File: src/fht_pkg.sv
// shared types and constants for the chained hash table
// no dependencies
package fht_pkg;

    localparam logic [63:0] FNV_BASIS   = 64'hcbf29ce484222325;
    localparam logic [8:0]  FNV_PRIME_LO = 9'h1b3;
    localparam int          FNV_PRIME_SH = 40;

    typedef enum logic [1:0] {
        F_GET    = 2'd0,
        F_SET    = 2'd1,
        F_REMOVE = 2'd2
    } t_func;

    typedef enum logic [2:0] {
        ST_FOUND     = 3'd0,
        ST_MISSING   = 3'd1,
        ST_INSERTED  = 3'd2,
        ST_OVERWRITE = 3'd3,
        ST_REMOVED   = 3'd4,
        ST_FULL      = 3'd5
    } t_status;

    typedef enum logic [1:0] {
        H_IDLE,
        H_MIX,
        H_MOD,
        H_DONE
    } t_hash_state;

    typedef enum logic [3:0] {
        S_CLEAR,
        S_IDLE,
        S_HASH,
        S_HEAD,
        S_HEADQ,
        S_NODE,
        S_CMP,
        S_ACT,
        S_ALLOC,
        S_LINK,
        S_DONE
    } t_state;

    function automatic logic [3:0] f_clamp(input logic [3:0] n);
        logic [3:0] r;
        begin
            r = n;
            if (n == 4'd0) begin
                r = 4'd1;
            end else if (n > 4'd8) begin
                r = 4'd8;
            end
            return r;
        end
    endfunction

    function automatic logic [63:0] f_mask(input logic [3:0] n);
        logic [63:0] m;
        begin
            m = '0;
            for (int i = 0; i < 8; i++) begin
                if (4'(i) < n) begin
                    m[i*8 +: 8] = 8'hff;
                end
            end
            return m;
        end
    endfunction

endpackage

File: src/fht_hash.sv
// fnv-1a 64 over up to 8 key bytes, one byte a cycle, then bucket remainder
// one nibble a cycle; depends on fht_pkg
module fht_hash #(
    parameter int BUCKETS = 256
) (
    input  logic                                   i_clk,
    input  logic                                   i_rst_n,
    input  logic                                   i_start,
    input  logic [63:0]                            i_key,
    input  logic [3:0]                             i_kb,
    output logic                                   o_done,
    output logic [(BUCKETS > 1 ? $clog2(BUCKETS) : 1)-1:0] o_bucket
);
    import fht_pkg::*;

    localparam int BW = (BUCKETS > 1) ? $clog2(BUCKETS) : 1;
    localparam int RW = $clog2(BUCKETS) + 5;
    localparam logic [RW-1:0] B1 = RW'(BUCKETS);

    t_hash_state r_state, n_state;
    logic [63:0]   r_h;
    logic [3:0]    r_cnt;
    logic [RW-1:0] r_rem;
    logic [63:0]   mix_x;
    logic [63:0]   mix_h;
    logic [RW-1:0] red;

    assign mix_x = r_h ^ {56'b0, i_key[r_cnt[2:0]*8 +: 8]};
    assign mix_h = (mix_x << FNV_PRIME_SH) + (mix_x * {55'b0, FNV_PRIME_LO});

    always_comb begin
        red = {r_rem[RW-5:0], r_h[r_cnt*4 +: 4]};
        for (int k = 3; k >= 0; k--) begin
            if (red >= (B1 << k)) begin
                red = red - (B1 << k);
            end
        end
    end

    always_comb begin
        n_state = r_state;
        case (r_state)
            H_IDLE:  if (i_start) n_state = H_MIX;
            H_MIX:   if (r_cnt == i_kb - 4'd1) n_state = H_MOD;
            H_MOD:   if (r_cnt == 4'd0) n_state = H_DONE;
            H_DONE:  n_state = H_IDLE;
            default: n_state = H_IDLE;
        endcase
    end

    always_comb begin
        o_done = (r_state == H_DONE);
    end

    always_ff @(posedge i_clk) begin
        if (!i_rst_n) begin
            r_state <= H_IDLE;
        end else begin
            r_state <= n_state;
        end
    end

    always_ff @(posedge i_clk) begin
        case (r_state)
            H_IDLE: begin
                r_h   <= FNV_BASIS;
                r_cnt <= 4'd0;
                r_rem <= '0;
            end
            H_MIX: begin
                r_h <= mix_h;
                if (r_cnt == i_kb - 4'd1) begin
                    r_cnt <= 4'd15;
                end else begin
                    r_cnt <= r_cnt + 4'd1;
                end
            end
            H_MOD: begin
                r_rem <= red;
                r_cnt <= r_cnt - 4'd1;
            end
            default: begin
                r_rem <= r_rem;
            end
        endcase
    end

    assign o_bucket = r_rem[BW-1:0];

endmodule

File: config.mk
export PLATFORM = sky130hd
export DESIGN_NAME = fht_hash
export DESIGN_NICKNAME = d
export VERILOG_FILES = /design/src/fht_pkg.sv /design/src/fht_hash.sv
export SDC_FILE = /design/constraint.sdc
export NUM_CORES = 1
export LEC_CHECK = 0
export ABC_CLOCK_PERIOD_IN_PS = 9300
export BUFFER_PORTS_ARGS = -buffer_cell sky130_fd_sc_hd__buf_2
export CORE_MARGIN = 10
export CORE_UTILIZATION = 45
export CTS_CLUSTER_DIAMETER = 100
export DETAILED_ROUTE_END_ITERATION = 12
export GPL_ROUTABILITY_DRIVEN = 0
export PLACE_DENSITY = 0.64
export RECOVER_POWER = 100
export SLEW_MARGIN = 20
export SYNTH_ARGS = -nofsm -noshare
export SYNTH_HDL_FRONTEND = slang
export SYNTH_SLANG_ARGS = --single-unit
File: constraint.sdc
create_clock -name i_clk -period 9.3 [get_ports i_clk]
set_input_delay 2.325 -clock i_clk [delete_from_list [all_inputs] [get_ports i_clk]]
set_output_delay 2.325 -clock i_clk [all_outputs]
set_load 0.02 [all_outputs]
Word level (Yosys, flattened, before mapping)

Index checks and enable logic that the tools add are counted.

Register bits: 79
Logic and storage cells: 45
Output and inout bits: 9
Input bits: 71

Shift-type cells: 2
Reduce and logical (&&, ||, !) cells: 6
Mux-type cells: 12
Equality and inequality tests: 7
Magnitude comparators: 4
Bitwise logic cells: 1
Add/subtract/negate cells: 8
$mul: 1

Operator list:

| operator                 | number |
|---|---|
| $pmux W64 S2             | 1 |
| $add A64 B64 Y64         | 1 |
| $mul A64 B9 Y64 const B  | 1 |
| $shiftx A64 B7 Y4        | 1 |
| $shiftx A64 B7 Y8        | 1 |
| $xor A64 B8 Y64          | 1 |
| $mux W13                 | 3 |
| $pmux W9 S2              | 1 |
| $ge A13 B10 Y1 const B   | 1 |
| $ge A13 B11 Y1 const B   | 1 |
| $ge A13 B12 Y1 const B   | 1 |
| $ge A13 B9 Y1 const B    | 1 |
| $sub A13 B10 Y13 const B | 1 |
| $sub A13 B11 Y13 const B | 1 |
| $sub A13 B12 Y13 const B | 1 |
| $pmux W4 S3              | 1 |
| $mux W9                  | 1 |
| $sub A9 B9 Y9 const B    | 1 |
| $pmux W2 S4              | 1 |
| $sub A4 B1 Y4 const B    | 2 |
| $mux W2                  | 3 |
| $ne A2 B2 Y1 const B     | 3 |
| $add A4 B1 Y4 const B    | 1 |
| $eq A2 B2 Y1 const B     | 2 |
| other kinds (8)          | 9 |

Depth between registers and ports, before layout

Gate-level depths: netlist of run 1.

Depth after elaboration: 10
Depth in mapped cells: 25

Worst setup path before layout of run 1

Ideal clock, no wire load.

Path kind: input port to flip-flop
Start: input port i_key[61]
End: register r_h[57] (data pin)
Arrival time: 7.627 ns
Buffers on the path: 0
Stages: 21
Path slack: 1.414 ns
Cell sequence: mux4_2 > mux2i_1 > xor2_1 > inv_1 > ha_1 > inv_1 > fa_1 > inv_1 > fa_1 > fa_1 > ha_1 > ha_1 > a21o_1 > a221oi_2 > o211ai_1 > nor4bb_2 > o21ai_2 > a21oi_1 > or2_1 > a211oi_2 > mux2_2

Cells in the longest elaborated chain, start to end: 5

Ends and longest elaborated chain:

| item                 | RTL line       | RTL |
|---|---|---|
| from (decl)          | fht_hash.sv:9  | `input logic [63:0] i_key,` |
| $shiftx A64 B7 Y8 *  | fht_hash.sv:28 | `assign mix_x = r_h ^ {56'b0, i_key[r_cnt[2:0]*8 +: 8]};` |
| $xor A64 B8 Y64 *    | fht_hash.sv:28 |  |
| $mul A64 B9 Y64      | fht_hash.sv:29 | `assign mix_h = (mix_x << FNV_PRIME_SH) + (mix_x * {55'b0, FNV_PRIME_LO});` |
| $add A64 B64 Y64 *   | fht_hash.sv:29 |  |
| $pmux W64 S2 *       | fht_hash.sv:64 | `case (r_state)` |
| to (signal assigned) | fht_hash.sv:71 | `r_h <= mix_h;` |
| to (decl)            | fht_hash.sv:21 | `logic [63:0] r_h;` |

Every way passes the cells marked *; elsewhere a longest branch is shown, timed or not.
A chain may end at the register's enable or synchronous reset.

Worst setup path after layout of run 1

Start: input port i_key[63]
End: register r_h[63] (data pin)

The elaborated chain is that of the path after synthesis.

==> impl_metrics.json, run 1 <==
{
  "syn_area_sq_mm": 0.0154,
  "die_w_um": 205,
  "initial_core_util_pct": 45.8,
  "core_sq_mm": 0.0337,
  "tightestPinTransition_ns": 3.91,
  "fp.dieH_um": 205,
  "clk_pin_slew_ns": 0.07,
  "postCtsSetupBuffers": 0,
  "grt_pass1_vias": 11900,
  "final_layout_size_suffix_gt1_share_pct": 8.77,
  "instances_no_fill": 2022,
  "ios": 80,
  "cap_viol_max_count": 3,
  "crit_chain": "buf_2, mux4_2, mux2i_1, xnor2_1, ha_1, xor2_1, ha_1, a21oi_1, fa_1, fa_1, inv_1, ha_1, ha_1, and4_1, nand3_1, o21ai_0, nor2_1, a2111oi_0, nor3_2, o31ai_1, xnor2_1, nand2_1",
  "synth_edf_count": 76,
  "dieArea_sq_mm": 0.0421,
  "row_count": 67,
  "area_delta_synth_final_pct": 6.79,
  "cp_data_required_time_ns": 9.32,
  "setup_viol": 0,
  "fin_tns_setup_ns": 0,
  "cpPeakStageDelay_ns": 0.69,
  "placed_cell_area_sq_mm": 0.0162,
  "wire_per_inst_um": 20.9,
  "clock-skew-final_ns": 0.00754,
  "antenna_found_initial": 0,
  "post-place-ws_ns": 0.737,
  "fin_crit_ns": 8.49,
  "yosys-top-cells-area": "fa_1 (30%), ha_1 (15%), edfxtp_1 (15%)",
  "fin_ws_ns": 0.811,
  "drt_iter0_markers": 820,
  "end_kind": "register",
  "ys_warn_count": 0,
  "netlist.area_leader.share_pct": 30.4,
  "ys_ff_latch": 78,
  "syn_avg_cell_area_sq_um": 10.2,
  "synth_area_leader_cell": "fa_1",
  "maxSlewHeadroom_pct": -161,
  "synth_flop_cell": "edfxtp_1",
  "cts_tree": "built",
  "async_reset_ff_share_pct": 0,
  "slowest_stage": "a2111oi_0",
  "cp.arrival_ns": 8.51,
  "cts_resized": 0,
  "grt_overflow": 0,
  "syn_nets": 2004,
  "max_freq_mhz": 118,
  "viasPerCell": 5.56,
  "hold_violations": 0,
  "yosysSeqAreaShare_pct": 15.1,
  "worst-path-max-fanout": 6,
  "rsz0062_at_grt": "false",
  "ant_nets": 0,
  "crit_top_cell": "ha_1",
  "outcome": "finished, violations left",
  "grt_max_degree": 65,
  "clk_path_buf_depth": 2,
  "track_usage_pct": 20.6,
  "syn_inst": 1515,
  "design_area_sq_mm": 0.0165,
  "violations": "max-capacitance violations, max-slew violations",
  "slew_violations": 142,
  "diodes": 0,
  "yosysUniqueCellTypes": 74,
  "nNetsFinal": 2058,
  "path_class": "in -> reg",
  "period_share_pct": 91.3,
  "dp_hpwl_mm": 36.3,
  "htreeDepth": 3,
  "dp.cells": 2006,
  "dr.pass1.iters": 5,
  "drc": 0,
  "wl_mm": 42.2,
  "cts_hold_buf": 0,
  "cts_buffers": 9,
  "grt_pass1_wl_mm": 67.1,
  "root_buffer": "clkbuf_16",
  "hold_class": "reg -> reg",
  "cts.sinks": 78,
  "cp-start-kind": "input pin",
  "vias": 11200,
  "clk_latency_ns": 0.36,
  "port_buffers": 79
}
[Yosys cell counts, types with 11 or more instances]
library cell / number
and2_1: 17
o21a_1: 11
o21bai_1: 14
a21o_1: 47
nand2_1: 81
nand3_1: 12
mux4_2: 30
ha_1: 184
and3_1: 14
o21ai_0: 38
edfxtp_1: 76
mux2i_1: 14
nor3_1: 15
fa_1: 234
inv_1: 314
nand4_1: 14
nor2_1: 60
xor2_1: 37
a21oi_1: 76
xnor2_1: 55
clkbuf_1: 30
[flip-flops by register name, indices dropped and copies added (netlist names)]
register	count
r_h	64
r_rem	8
r_cnt	4
r_state	2
[metal layers]
| metal | global-route usage [%] | vias to the layer above | part of all wire (%) |
|---|---|---|---|
| met5 | 0 | - | 0 |
| met4 | 7.17 | 0 | 3.6 |
| met3 | 3.60 | 74 | 7.2 |
| met2 | 33.2 | 404 | 46 |
| met1 | 27.3 | 5602 | 43 |
| li1 | - | 5161 | - |
[critical path, delay by kind of cell]
family | cells | cell delay (ns)
AO/OA/AOI/OAI | 4 | 1.55
XOR/XNOR | 3 | 0.73
adder cells (fa/ha/maj) | 6 | 2.29
buffers and inverters | 2 | 0.15
multiplexers | 2 | 0.75
AND/OR/NAND/NOR | 5 | 0.72
[metrics by stage]
step,util [%],hold WS (ns)
3_3_place_gp,48.2,0.535
6_report,48.9,0.569
3_5_place_dp,48.2,0.538
4_1_cts,49.1,0.564
5_1_grt,48.9,0.587
2_1_floorplan,-,0.531
[layout by cell type (no fill, tap or decap), types with 5 or more instances in the layout]
master,n
mux2i_1,14
a211o_1,5
o211ai_1,6
nor2b_1,7
nand4_1,14
xor2_1,37
buf_4,5
and4_1,5
o221ai_1,5
buf_2,68
nand2_1,81
mux4_2,30
and2_1,11
inv_1,314
a21boi_0,6
o21a_1,11
edfxtp_1,76
mux2_2,6
or3_1,6
ha_1,184
and2_0,6
fa_1,234
xnor2_1,55
a31oi_1,8
nand3_1,12
a21o_1,47
o21ai_0,38
nand2b_1,10
clkbuf_1,16
o21bai_1,14
nor2_1,61
and3_1,14
a21oi_1,77
clkbuf_16,9
nor3_1,15
o31ai_1,7
[worst paths after layout]
kind / from / end / slack [ns] / depth (start not counted)
setup reg to reg: r_cnt[1]$_DFFE_PP_ / r_h[63]$_SDFFCE_PN1P_ / 0.89 / 22
hold / removal: r_rem[2]$_SDFFCE_PN0P_ / r_rem[6]$_SDFFCE_PN0P_ / 0.57 / 1
setup / recovery: i_key[63] / r_h[63]$_SDFFCE_PN1P_ / 0.81 / 22
hold reg to reg: r_rem[2]$_SDFFCE_PN0P_ / r_rem[6]$_SDFFCE_PN0P_ / 0.57 / 1
[layout make-up]
class                      count  area (sq um)
timing repair buffer          88           434
inverter                     314          1180
multi-input combinational   1078         11700
sequential                    78          2320
tap                          448           561
clock inverter                 6          86.3
clock buffer                  10           229
fill                        3088         17200
[cells by family (layout without fill, tap and decap cells)]
family                     Yosys count  after routing  share of synthesized area [%]
muxes                               51             51                           5.80
and+or+nand+nor                    261            261                           8.36
buffers and inverters              359            418                           8.95
AOI/OAI and AO/OA                  256            256                           11.3
xor gates and xnor gates            92             92                           5.22
adders and majority gates          418            418                           45.3
DFF                                 78             78                           15.1
Power of run 1 is not shown: default switching activity piles up to over one toggle a cycle in this logic, so the estimate is an artifact.
==> run 2: changes to the inputs <==
--- a/config.mk
+++ b/config.mk
@@ -8,11 +8,11 @@
 export ABC_CLOCK_PERIOD_IN_PS = 9300
 export BUFFER_PORTS_ARGS = -buffer_cell sky130_fd_sc_hd__buf_2
 export CORE_MARGIN = 10
-export CORE_UTILIZATION = 45
+export CORE_UTILIZATION = 25
 export CTS_CLUSTER_DIAMETER = 100
 export DETAILED_ROUTE_END_ITERATION = 12
 export GPL_ROUTABILITY_DRIVEN = 0
-export PLACE_DENSITY = 0.64
+export PLACE_DENSITY = 0.41
 export RECOVER_POWER = 100
 export SLEW_MARGIN = 20
 export SYNTH_ARGS = -nofsm -noshare
==> run 2 against run 1 <==
Against the previous run: the flow still finishes with violations (max-capacitance violations, max-slew violations); clock skew grew 0.0078 ns; first-iteration DRC count shrank 32%; sequential share of layout area shrank 0.39 points; global-route usage shrank 6.7 points; non-clock buffer count grew 2; register-to-register slack gained 0.98 ns; critical path type unchanged.
==> impl_metrics.json, run 2 (synthesis gave the netlist of run 1 again) <==
{
  "slew_violations": 115,
  "layout_common_cells": "inv_1 (314), fa_1 (234), ha_1 (184), nand2_1 (81), a21oi_1 (77)",
  "period_share_pct": 93.4,
  "rrSetupSlack_ns": 1.87,
  "top_usage_layer": "met2",
  "drc": 0,
  "met3_usage_pct": 2.06,
  "violations": "max-capacitance violations, max-slew violations",
  "final_layout_size_suffix_gt1_share_pct": 9.26,
  "worst-path-max-fanout": 5,
  "regMostFlops": "r_h",
  "nNetsFinal": 2060,
  "ant_nets": 0,
  "vias": 10900,
  "cp.arrival_ns": 8.70,
  "dp_hpwl_mm": 42.4,
  "outcome": "finished, violations left",
  "cts_buffers": 9,
  "fp.dieH_um": 268,
  "root_buffer": "clkbuf_16",
  "largest_register_ff_count": 64,
  "cap_viol_max_count": 2,
  "reg_top3": "r_h: 64 flops, r_rem: 8 flops, r_cnt: 4 flops",
  "slowest_stage": "xor2_1",
  "htreeDepth": 3,
  "grt_max_degree": 65,
  "dr.pass1.iters": 5,
  "hold_class": "reg -> reg",
  "dp.cells": 2341,
  "track_usage_pct": 13.9,
  "diodes": 0,
  "fin_crit_ns": 8.69,
  "grt_overflow": 0,
  "core_sq_mm": 0.0607,
  "cts_tree": "built",
  "crit_chain": "buf_2, mux4_2, mux2i_1, xor2_1, inv_1, ha_1, inv_1, fa_1, inv_1, fa_1, fa_1, ha_1, ha_1, a21o_1, a221oi_2, o21ai_0, nor2_1, a2111oi_4, nor3_1, nor2_1, xnor2_1, nand2_1",
  "clk_latency_ns": 0.37,
  "max_freq_mhz": 115,
  "rsz0062_at_grt": "false",
  "clock-skew-final_ns": 0.0153,
  "viasPerCell": 4.62,
  "dieArea_sq_mm": 0.0720,
  "cts_hold_buf": 0,
  "instances_no_fill": 2358,
  "clk_pin_slew_ns": 0.07,
  "die_w_um": 268,
  "area_delta_synth_final_pct": 9.81,
  "clk_path_buf_depth": 2,
  "fin_tns_setup_ns": 0,
  "cts_resized": 0,
  "antenna_found_initial": 0,
  "cts.sinks": 78,
  "gr-usage-met1_pct": 18.5,
  "hold_violations": 0,
  "setup_viol": 0,
  "grt_pass1_vias": 12100,
  "layout_commonest_cell": "inv_1",
  "drt_iter0_markers": 558,
  "wire_per_inst_um": 20.6,
  "cpPeakStageDelay_ns": 0.58,
  "end_kind": "register",
  "maxSlewHeadroom_pct": -173,
  "cp_data_required_time_ns": 9.31,
  "tightestPinTransition_ns": 4.09,
  "path_class": "in -> reg",
  "ios": 80,
  "initial_core_util_pct": 25.4,
  "cp-start-kind": "input pin",
  "row_count": 90,
  "grtUsageMet2_pct": 23.2,
  "port_buffers": 79,
  "postCtsSetupBuffers": 0,
  "grt_pass1_wl_mm": 75.4,
  "wl_mm": 48.7
}
-- run 2: critical path, delay by kind of cell --
kind / cells / cell delay (ns)
multiplexers: 2 / 0.67
AO/OA/AOI/OAI: 4 / 1.01
XOR/XNOR: 2 / 0.74
buffers and inverters: 4 / 0.49
adder cells (fa/ha/maj): 6 / 2.21
AND/OR/NAND/NOR: 4 / 1.22
-- run 2: final timing paths --
check | start | to | cells after the start
worst max-delay path | i_key[56] | r_h[47]$_SDFFCE_PN1P_ | 22
worst min-delay path | r_rem[2]$_SDFFCE_PN0P_ | r_rem[6]$_SDFFCE_PN0P_ | 1
worst max register to register | r_cnt[0]$_DFFE_PP_ | r_h[47]$_SDFFCE_PN1P_ | 23
worst min register to register | r_rem[2]$_SDFFCE_PN0P_ | r_rem[6]$_SDFFCE_PN0P_ | 1
-- run 2: cell type report --
type,instances,area (sq um)
multi-input cells,1078,11700
clock buffers,9,225
clock inverters,7,78.8
inverters,314,1180
repair buffers,90,458
well taps,782,978
flip-flops and latches,78,2320
fillers,6338,43800
-- run 2: per-stage QoR --
stage	utilization [%]	cell area [sq um]	worst slack [ns]	hold WS [ns]
6_report	27.9	16900	0.614	0.560
5_1_grt	27.9	16900	0.198	0.576
4_1_cts	28.0	17000	0.843	0.562
3_5_place_dp	27.5	16700	0.491	0.545
3_3_place_gp	27.5	16700	0.499	0.541
2_1_floorplan	-	15400	1.41	0.531
-- run 2: layer usage --
layer  share of wire, %  vias up
met3                5.2       34
met1                 46     5466
li1                   -     5131
met4                2.0        0
met2                 46      256
met5                  0        -
Power of run 2 is left out for the same reason.
